===== src/rtl/fixed_column_pose_record_parser_assert.svh =====
// Assertion macros for the fixed-column pose record parser.
// Included by RTL files that carry assertions; no other dependencies.
`ifndef FIXED_COLUMN_POSE_RECORD_PARSER_ASSERT_SVH
`define FIXED_COLUMN_POSE_RECORD_PARSER_ASSERT_SVH

// Plain property, checked on every clock edge outside reset
`define FCP_ASSERT(lbl, clk_s, rst_s, prop) \
    lbl: assert property (@(posedge clk_s) disable iff (!rst_s) (prop)) \
        else $error("fcp assertion failed");

// Same-cycle implication
`define FCP_ASSERT_IMP(lbl, clk_s, rst_s, ante, cons) \
    lbl: assert property (@(posedge clk_s) disable iff (!rst_s) (ante) |-> (cons)) \
        else $error("fcp implication failed");

// Next-cycle implication
`define FCP_ASSERT_NXT(lbl, clk_s, rst_s, ante, cons) \
    lbl: assert property (@(posedge clk_s) disable iff (!rst_s) (ante) |=> (cons)) \
        else $error("fcp next-cycle implication failed");

`endif


===== src/rtl/fcp_pkg.sv =====
// Shared constants, types and digit weight table for the pose record parser.
// No dependencies.
package fcp_pkg;

    localparam int NUM_FIELDS = 6;

    localparam logic [7:0] DOT_CHAR   = 8'h2e;
    localparam logic [7:0] MINUS_CHAR = 8'h2d;
    localparam logic [7:0] SPACE_CHAR = 8'h20;
    localparam logic [7:0] ONE_CHAR   = 8'h31;
    localparam logic [7:0] ZERO_CHAR  = 8'h30;

    localparam logic [5:0] IDLE_OFFSET   = 6'd63;
    localparam logic [5:0] SENSOR_OFFSET = 6'd1;
    localparam logic [5:0] FIELD0_OFFSET = 6'd4;

    typedef logic [3:0]         pos_t;
    typedef logic [2:0]         field_t;
    typedef logic signed [25:0] value_t;

    // Positions within a nine-byte field
    localparam pos_t POS_SIGN = 4'd0;
    localparam pos_t POS_D5   = 4'd1;
    localparam pos_t POS_D4   = 4'd2;
    localparam pos_t POS_D3   = 4'd3;
    localparam pos_t POS_DOT  = 4'd4;
    localparam pos_t POS_D2   = 4'd5;
    localparam pos_t POS_D1   = 4'd6;
    localparam pos_t POS_D0   = 4'd7;
    localparam pos_t POS_LAST = 4'd8;

    typedef struct packed {
        logic       vld;
        logic [7:0] sensor_index;
        field_t     field_number;
        value_t     value;
    } result_t;

    function automatic logic [16:0] digit_weight(input pos_t pos);
        logic [16:0] w;
        begin
            case (pos)
                POS_D5:  w = 17'd100000;
                POS_D4:  w = 17'd10000;
                POS_D3:  w = 17'd1000;
                POS_D2:  w = 17'd100;
                POS_D1:  w = 17'd10;
                POS_D0:  w = 17'd1;
                default: w = 17'd0;
            endcase
            return w;
        end
    endfunction

endpackage


===== src/rtl/fcp_parse.sv =====
// Record parser core: column tracking, sign/dot flags and digit accumulation.
// Depends on fcp_pkg.
module fcp_parse
(
    input  logic              clk,
    input  logic              rst_n,
    input  logic              step,
    input  logic [7:0]        rx_byte,
    input  logic              line_start,
    output fcp_pkg::result_t  res
);

    logic [5:0]            off_reg, off_next;
    fcp_pkg::field_t       fld_reg, fld_next;
    fcp_pkg::pos_t         pos_reg, pos_next;
    logic [7:0]            sensor_reg, sensor_next;
    logic                  neg_reg, neg_next;
    logic                  dot_reg, dot_next;
    fcp_pkg::value_t       part_reg, part_next;

    logic                  run;
    logic                  act;
    logic                  is_minus, is_space, is_dot;
    logic signed [8:0]     digit;
    logic signed [26:0]    prod;
    fcp_pkg::value_t       contrib;
    fcp_pkg::value_t       sum;

    assign run      = line_start || (off_reg != fcp_pkg::IDLE_OFFSET);
    assign is_minus = (rx_byte == fcp_pkg::MINUS_CHAR);
    assign is_space = (rx_byte == fcp_pkg::SPACE_CHAR);
    assign is_dot   = (rx_byte == fcp_pkg::DOT_CHAR);

    // column and field position of the byte now arriving
    always_comb
    begin
        off_next = line_start ? 6'd0 : off_reg + 6'd1;
        fld_next = fld_reg;
        pos_next = pos_reg;
        if (off_next == fcp_pkg::FIELD0_OFFSET)
        begin
            fld_next = '0;
            pos_next = fcp_pkg::POS_SIGN;
        end
        else if (!line_start && off_reg >= fcp_pkg::FIELD0_OFFSET)
        begin
            if (pos_reg == fcp_pkg::POS_LAST)
            begin
                pos_next = fcp_pkg::POS_SIGN;
                fld_next = fld_reg + 3'd1;
            end
            else
            begin
                pos_next = pos_reg + 4'd1;
            end
        end
    end

    assign act = run && (off_next >= fcp_pkg::FIELD0_OFFSET)
                 && (fld_next < 3'(fcp_pkg::NUM_FIELDS));

    assign digit   = $signed({1'b0, rx_byte}) - $signed({1'b0, fcp_pkg::ZERO_CHAR});
    assign prod    = 27'(digit) * $signed({10'd0, fcp_pkg::digit_weight(pos_next)});
    assign contrib = is_space ? '0 : prod[25:0];
    assign sum     = part_reg + contrib;

    always_comb
    begin
        sensor_next = sensor_reg;
        neg_next    = neg_reg;
        dot_next    = dot_reg;
        part_next   = part_reg;
        res         = '0;
        res.sensor_index = sensor_reg;
        res.field_number = fld_next;
        res.value        = neg_reg ? -sum : sum;
        if (run && off_next == fcp_pkg::SENSOR_OFFSET)
        begin
            sensor_next = rx_byte - fcp_pkg::ONE_CHAR;
        end
        if (act)
        begin
            case (pos_next)
                fcp_pkg::POS_SIGN:
                begin
                    part_next = '0;
                    dot_next  = 1'b0;
                    neg_next  = is_minus;
                end
                fcp_pkg::POS_D5, fcp_pkg::POS_D4, fcp_pkg::POS_D3:
                begin
                    if (is_minus)
                        neg_next = 1'b1;
                    else
                        part_next = sum;
                end
                fcp_pkg::POS_DOT:
                begin
                    dot_next = is_dot;
                end
                fcp_pkg::POS_D2, fcp_pkg::POS_D1:
                begin
                    part_next = sum;
                end
                fcp_pkg::POS_D0:
                begin
                    part_next = sum;
                    res.vld   = dot_reg;
                end
                default:
                begin
                end
            endcase
        end
    end

    always_ff @(posedge clk or negedge rst_n)
    begin
        if (!rst_n)
        begin
            off_reg    <= fcp_pkg::IDLE_OFFSET;
            fld_reg    <= '0;
            pos_reg    <= '0;
            sensor_reg <= '0;
            neg_reg    <= 1'b0;
            dot_reg    <= 1'b0;
            part_reg   <= '0;
        end
        else if (step && run)
        begin
            off_reg    <= off_next;
            fld_reg    <= fld_next;
            pos_reg    <= pos_next;
            sensor_reg <= sensor_next;
            neg_reg    <= neg_next;
            dot_reg    <= dot_next;
            part_reg   <= part_next;
        end
    end

endmodule


===== src/rtl/fixed_column_pose_record_parser.sv =====
// A byte goes to the input register; the result of a finished field goes to the
// result register and on m_tdata. Throughput: one byte per cycle while no result
// waits on m_tready; an empty input register takes a byte while a result waits.
// Reset (rst_n, async, active low): both stages empty, parser idle until the
// next byte marked by s_tuser as a line start.
// Top level of the pose record parser; depends on fcp_pkg and fcp_parse.
module fixed_column_pose_record_parser
(
    input  logic        clk,
    input  logic        rst_n,
    input  logic        s_tvalid,
    output logic        s_tready,
    input  logic [7:0]  s_tdata,   // [7:0] rx_byte
    input  logic        s_tuser,   // [0] line_start
    output logic        m_tvalid,
    input  logic        m_tready,
    output logic [39:0] m_tdata,   // [7:0] sensor_index, [33:8] value, [39:34] zero
    output logic [2:0]  m_tuser    // [2:0] field_number
);

`include "fixed_column_pose_record_parser_assert.svh"

    logic              in_vld_reg, in_vld_next;
    logic [7:0]        in_byte_reg;
    logic              in_ls_reg;
    logic              out_vld_reg, out_vld_next;
    fcp_pkg::result_t  out_reg;
    fcp_pkg::result_t  res;
    logic              can_parse;
    logic              step;
    logic              s_xfer;

    assign can_parse = !out_vld_reg || m_tready;
    assign step      = in_vld_reg && can_parse;
    assign s_tready  = !in_vld_reg || can_parse;
    assign s_xfer    = s_tvalid && s_tready;

    fcp_parse u_parse
    (
        .clk        (clk),
        .rst_n      (rst_n),
        .step       (step),
        .rx_byte    (in_byte_reg),
        .line_start (in_ls_reg),
        .res        (res)
    );

    always_comb
    begin
        in_vld_next = in_vld_reg;
        if (s_xfer)
            in_vld_next = 1'b1;
        else if (step)
            in_vld_next = 1'b0;
        out_vld_next = out_vld_reg;
        if (can_parse)
            out_vld_next = step && res.vld;
    end

    always_ff @(posedge clk or negedge rst_n)
    begin
        if (!rst_n)
        begin
            in_vld_reg  <= 1'b0;
            out_vld_reg <= 1'b0;
        end
        else
        begin
            in_vld_reg  <= in_vld_next;
            out_vld_reg <= out_vld_next;
        end
    end

    always_ff @(posedge clk)
    begin
        if (s_xfer)
        begin
            in_byte_reg <= s_tdata;
            in_ls_reg   <= s_tuser;
        end
        if (step && res.vld)
            out_reg <= res;
    end

    assign m_tvalid = out_vld_reg;
    assign m_tdata  = {6'd0, out_reg.value, out_reg.sensor_index};
    assign m_tuser  = out_reg.field_number;

    `FCP_ASSERT_IMP(a_empty_ready, clk, rst_n, !in_vld_reg, s_tready)
    `FCP_ASSERT_IMP(a_field_range, clk, rst_n, m_tvalid,
                    m_tuser < 3'(fcp_pkg::NUM_FIELDS))
    `FCP_ASSERT_NXT(a_in_hold, clk, rst_n, in_vld_reg && !can_parse, in_vld_reg)
    `FCP_ASSERT(a_out_from_step, clk, rst_n, !$rose(m_tvalid) || $past(step))

endmodule

===== config.mk =====
export PLATFORM = sky130hd
export DESIGN_NAME = fixed_column_pose_record_parser
export DESIGN_NICKNAME = d
export VERILOG_FILES = /design/src/rtl/fcp_pkg.sv /design/src/rtl/fcp_parse.sv /design/src/rtl/fixed_column_pose_record_parser.sv
export VERILOG_INCLUDE_DIRS = /design/src /design/src/rtl
export SDC_FILE = /design/constraint.sdc
export NUM_CORES = 1
export LEC_CHECK = 0
export BUFFER_PORTS_ARGS = -buffer_cell sky130_fd_sc_hd__buf_4
export CAP_MARGIN = 10
export CORE_MARGIN = 8
export CORE_UTILIZATION = 60
export DETAILED_ROUTE_END_ITERATION = 8
export MAX_ROUTING_LAYER = met4
export PLACE_DENSITY = 0.83
export SYNTH_ARGS = -nofsm -noshare
export SYNTH_HDL_FRONTEND = slang
export SYNTH_HIERARCHICAL = 1
export SYNTH_SLANG_ARGS = --single-unit

===== constraint.sdc =====
create_clock -name clk -period 19.5 [get_ports clk]
set_input_delay 1.95 -clock clk [delete_from_list [all_inputs] [get_ports clk]]
set_output_delay 1.95 -clock clk [all_outputs]
set_load 0.02 [all_outputs]

# Word level (Yosys, flattened, before mapping)
# Index checks and enable logic that the tools add are counted.
dict set report totals {
  ff_bits 97
  input_bits 13
  out_inout_bits 45
  elab_cells 85
}
dict set report classes {
  addsub 7
  multipliers 1
  n_lt_le_gt_ge 3
  n_eq_ne 16
  mux 19
  reduce_logical 25
}
# operator n
set ops {}
lappend ops {{one-hot mux 17 bit (6 select lines)} 1}
lappend ops {{two-way mux 26 bit} 3}
lappend ops {{one-hot mux 26 bit (3 select lines)} 1}
lappend ops {{adder 26 bit} 1}
lappend ops {{multiplier 9 x 18 -> 26 bit} 1}
lappend ops {{negation 26 bit} 1}
lappend ops {{== test 8 x 6 -> 1 bit, second input constant} 3}
lappend ops {{== test 4 x 3 -> 1 bit, second input constant} 4}
lappend ops {{>= comparator 6 x 3 -> 1 bit, second input constant} 2}
lappend ops {{two-way mux 4 bit} 3}
lappend ops {{two-way mux 3 bit} 3}
lappend ops {{subtractor 8 x 6 -> 9 bit, second input constant} 1}
lappend ops {{== test 4 x 2 -> 1 bit, second input constant} 2}
lappend ops {{logical AND 1 bit} 8}
lappend ops {{AND reduction 4 bit} 2}
lappend ops {{subtractor 8 x 6 -> 8 bit, second input constant} 1}
lappend ops {{adder 6 x 1 -> 6 bit, second input constant} 1}
lappend ops {{== test 6 x 1 -> 1 bit, second input constant} 1}
lappend ops {{== test 6 x 3 -> 1 bit, second input constant} 1}
lappend ops {{two-way mux 6 bit} 1}
lappend ops {{!= test 6 bit, second input constant} 1}
lappend ops {{nonzero test 2 bit} 3}
lappend ops {{OR reduction 3 bit} 2}
lappend ops {{two-way mux 1 bit} 5}
lappend ops {{other kinds (14)} 19}

# Logic depth before layout (Yosys ltp)
dict set report depth {
  ltp_word 11
  mapped_depth 42
  mapped_depth_nobuf 40
}

# By module
# The synthesis kept the hierarchy.
# mod instances cells_each area_each_um2 seq_area_each_um2
set modules_own_cells {}
lappend modules_own_cells {fcp_parse 1 1078 9143.8 1233.7}
lappend modules_own_cells {fixed_column_pose_record_parser 1 63 1541.5 1431.4}

# Worst setup path after synthesis
# Ideal clock, no wire load.
dict set report synth_timing {
  kind {register to register}
  start {register u_parse.off_reg[0]}
  end {register out_reg, in the netlist m_tdata[32] (data pin)}
  setup_ps 272
  t_arrival_ps 8741
  required_time_ps 19228
  setup_slack_ps 10487
  stages_incl_launch_ff 38
  n_path_buf 2
  synth_period_minus_slack_ps 9013
  path_cell_list {dfstp_2 -> inv_1 -> ha_1 -> or4_1 -> a21oi_2 -> buf_6 -> nor2_2 -> and2_1 -> buf_6 -> a21oi_1 -> nor2_1 -> fa_1 -> inv_1 -> fa_1 -> inv_1 -> fa_1 -> fa_1 -> inv_1 -> [2 not listed] -> ha_1 -> a2111oi_0 -> o21bai_1 -> a21o_1 -> a21oi_1 -> xor2_1 -> nor2_1 -> ha_1 -> and4_1 -> a21oi_1 -> o221a_2 -> o211ai_1 -> o31a_1 -> o311ai_1 -> nor2b_1 -> nand2_1 -> o31ai_1 -> xor2_1}
}
# item line_no
set synth_lines {}
lappend synth_lines {{from (decl)} fcp_parse.sv:13} ;# logic [5:0] off_reg, off_next;
lappend synth_lines {{from (signal assigned)} fcp_parse.sv:121} ;# off_reg <= fcp_pkg::IDLE_OFFSET;
lappend synth_lines {{from (signal assigned)} fcp_parse.sv:131} ;# off_reg <= off_next;
lappend synth_lines {{to (signal assigned)} fixed_column_pose_record_parser.sv:82} ;# out_reg <= res;
lappend synth_lines {{to (decl)} fixed_column_pose_record_parser.sv:27} ;# fcp_pkg::result_t out_reg;

==> run_results.csv <==
group,metric,value,unit
run_status,outcome,"completed",
finish,nets,1380,
worst_setup_path,critPathSlowestCell,"dfstp_2",
clock_network,cts_tree,"built",
worst_hold_path,min_to,"m_tdata[7]$_DFFE_PP_",
worst_hold_path,whs_path_depth,0,
placement,port_buffers,51,
die,die_area,22300,um^2
finish,utilization,0.646,
worst_setup_path,slowest_delay,0.61,ns
global_route,grt_max_degree,53,
yosys,synthFlopType,"edfxtp_1",
pwr,power.total,0.00162,W
die,num_rows,49,
global_route,grt.total_usage,0.231,
finish,fillers,1458,
clock_network,cts_sinks,97,
clock_network,clockRootBuffer,"clkbuf_16",
die,io-pin-count,58,
drt,post_drt_wl_per_cell,17.5,um
die,initial_core_util,0.603,
yosys,synth_area,10700,um^2
worst_setup_path,crit_type,"reg -> reg",
sta,holdWs,0.452,ns
finish,largest_reg_flops,34,
worst_setup_path,startpoint,"u_parse/off_reg[0]$_DFFE_PN1P_",
drt,totalWireLength,24500,um
worst_setup_path,arrival,10.52,ns
yosys,yosysUniqueCellTypes,82,
clock_network,clk_pin_slew_worst_paths,0.08,ns
global_route,grt_pass1_vias,8087,
sta,rsz0062_at_grt,"false",
finish,drive_above_1_share,0.104,
run,drv_cap,0,
clock_network,cts_inserted_buffers,9,
sta,timing.fmax,96.0,MHz
worst_setup_path,worstPathMaxFanout,12,
placement,place_hpwl,19200,um
sta,hold_viol,0,
yosys,yosys_warnings,6,
worst_setup_path,regToRegSetupSlack,9.08,ns
yosys,synth_top_area_frac,0.156,
die,die_w,149,um
drt,ant_nets,0,
sta,clock_skew,0.0119,ns
worst_hold_path,hold_path_class,"reg -> reg",
worst_setup_path,critPathRequiredTime,19.60,ns
sta,worstMarginPinSlew,1.06,ns
clock_network,clock_latency,0.36,ns
worst_setup_path,rr_worst_depth,36,
clock_network,cts_max_level,3,
worst_hold_path,hp-start,"u_parse/sensor_reg[7]$_DFFE_PN0P_",
finish,area_delta_synth_final,7.17,%
drt,dr.pass1.iters,5,
sta,period_share,0.534,
yosys,synth_area_leader_cell,"fa_1",
yosys,ys_seq_area_frac,0.249,
pwr,vdd_drop_max,106,uV
pwr,leakagePower,5.69,nW
yosys,async_reset_ff_frac,0.526,
drt,via_count,8286,
worst_setup_path,r2r-end,"m_tdata[32]$_DFFE_PP_",
finish,diodes,0,
die,core,17700,um^2
sta,slew_headroom,0.296,
finish,regArea,2670,um^2
clock_network,clockBufferDepth,2,
die,fp.dieH,149,um
worst_setup_path,reg2reg_from,"u_parse/off_reg[0]$_DFFE_PN1P_",
yosys,yosys-top-cells-count,"nand2_1, ha_1, inv_1, nor2_1, fa_1",
clock_network,cts_setup_buffers,0,
yosys,synth_edf_count,46,
yosys,yosys-top-cells-area,"fa_1, ha_1, edfxtp_1",
global_route,overflow,0,
yosys,syn_inst,1141,
drt,drt_iter0_markers,798,
yosys,synth_area_per_cell,9.36,um^2
worst_setup_path,crit_path_end_kind,"flop",
global_route,antenna_found_initial,0,
sta,setup-violations-final,0,
sta,period_needed,10.42,ns
placement,gp_congestion,0.967,
clock_network,ctsHoldBuffers,0,
drt,drc,0,
finish,multi_input_area,7360,um^2
sta,slew_viol_final,0,
yosys,post-synth-top-count-cell,"nand2_1",
pwr,power_density,141,nW/um^2
worst_setup_path,start_kind,"flop",
drt,routed_via_density,5.92,
sta,tns,0,ns
yosys,ys_seq_elements,97,
clock_network,cts_resized,0,
global_route,grt_pass1_wl,40500,um
## per-stage QoR
step / area (um^2) / std cells / setup slack (ns)
floorplan: 10700 / 1146 / 10.49
global placement: 11200 / 1382 / 9.56
detailed placement: 11200 / 1382 / 9.29
CTS: 11400 / 1398 / 9.23
global route: 11500 / 1399 / 8.35
finish: 11500 / 1399 / 9.08
## cells by family after synthesis
kind of cell    Yosys count  synth area share
flops                    97             0.249
compound gates          220             0.142
xor+xnor                 75            0.0622
mux                      13            0.0144
buf+inv                 161            0.0649
fa+ha+maj               202             0.295
other cells               1          0.000351
simple gates            372             0.172
## worst max-delay path by stage
stage                     slack, ns               endpoint
after floorplan               10.49  m_tdata[32]$_DFFE_PP_
after global placement         9.56  m_tdata[33]$_DFFE_PP_
after detailed placement       9.29  m_tdata[32]$_DFFE_PP_
after CTS                      9.23  m_tdata[32]$_DFFE_PP_
after global routing           8.35  m_tdata[31]$_DFFE_PP_
final                          9.08  m_tdata[32]$_DFFE_PP_
## power breakdown
part,total (W),switching [W],leakage (nW),internal (W)
clock network,0.000177,0.0000875,0.134,0.0000894
registers,0.000299,0.0000276,1.09,0.000272
logic,0.00114,0.000703,4.47,0.000437
total,0.00162,0.000818,5.69,0.000798
## worst max-delay path: cells and delay by family (launching register included)
family	cells	cell delay, ns
AND/OR/NAND/NOR	9	1.80
AO/OA/AOI/OAI	11	3.23
buffers and inverters	5	0.29
multiplexers	1	0.39
XOR/XNOR	2	0.25
adder cells (fa/ha/maj)	8	3.59
flip-flops	1	0.61
## layout make-up
type / instances / area share
Sequential cell: 97 / 0.233
Inverter: 112 / 0.0367
Timing Repair Buffer: 57 / 0.0377
Multi-Input combinational cell: 888 / 0.643
Clock buffer: 9 / 0.0197
Clock inverter: 7 / 0.00546
Tap cell: 229 / 0.0250
## placed cells by master (no fill, tap or decap), types with 18 or more instances in the layout
cell      instances
xnor2_1          43
o31ai_1          18
and3_1           20
xor2_1           31
ha_1            119
fa_1             83
nor3_1           26
a21o_1           24
buf_4            56
nand3_1          21
o21ai_0          34
nand2_1         122
inv_1           111
dfrtp_1          45
edfxtp_1         46
nand2b_1         20
nor2_1           92
a21oi_1          50
## routing by layer
layer,vias to the layer above,share of wire,wire [um],global-route usage
met3,30,0.066,1620,0.0290
met1,4002,0.44,10900,0.312
met2,297,0.47,11600,0.357
met5,-,0,0,-
met4,0,0.018,430,0.0712
li1,3957,-,-,-
Power figures use the tool's default switching activity.
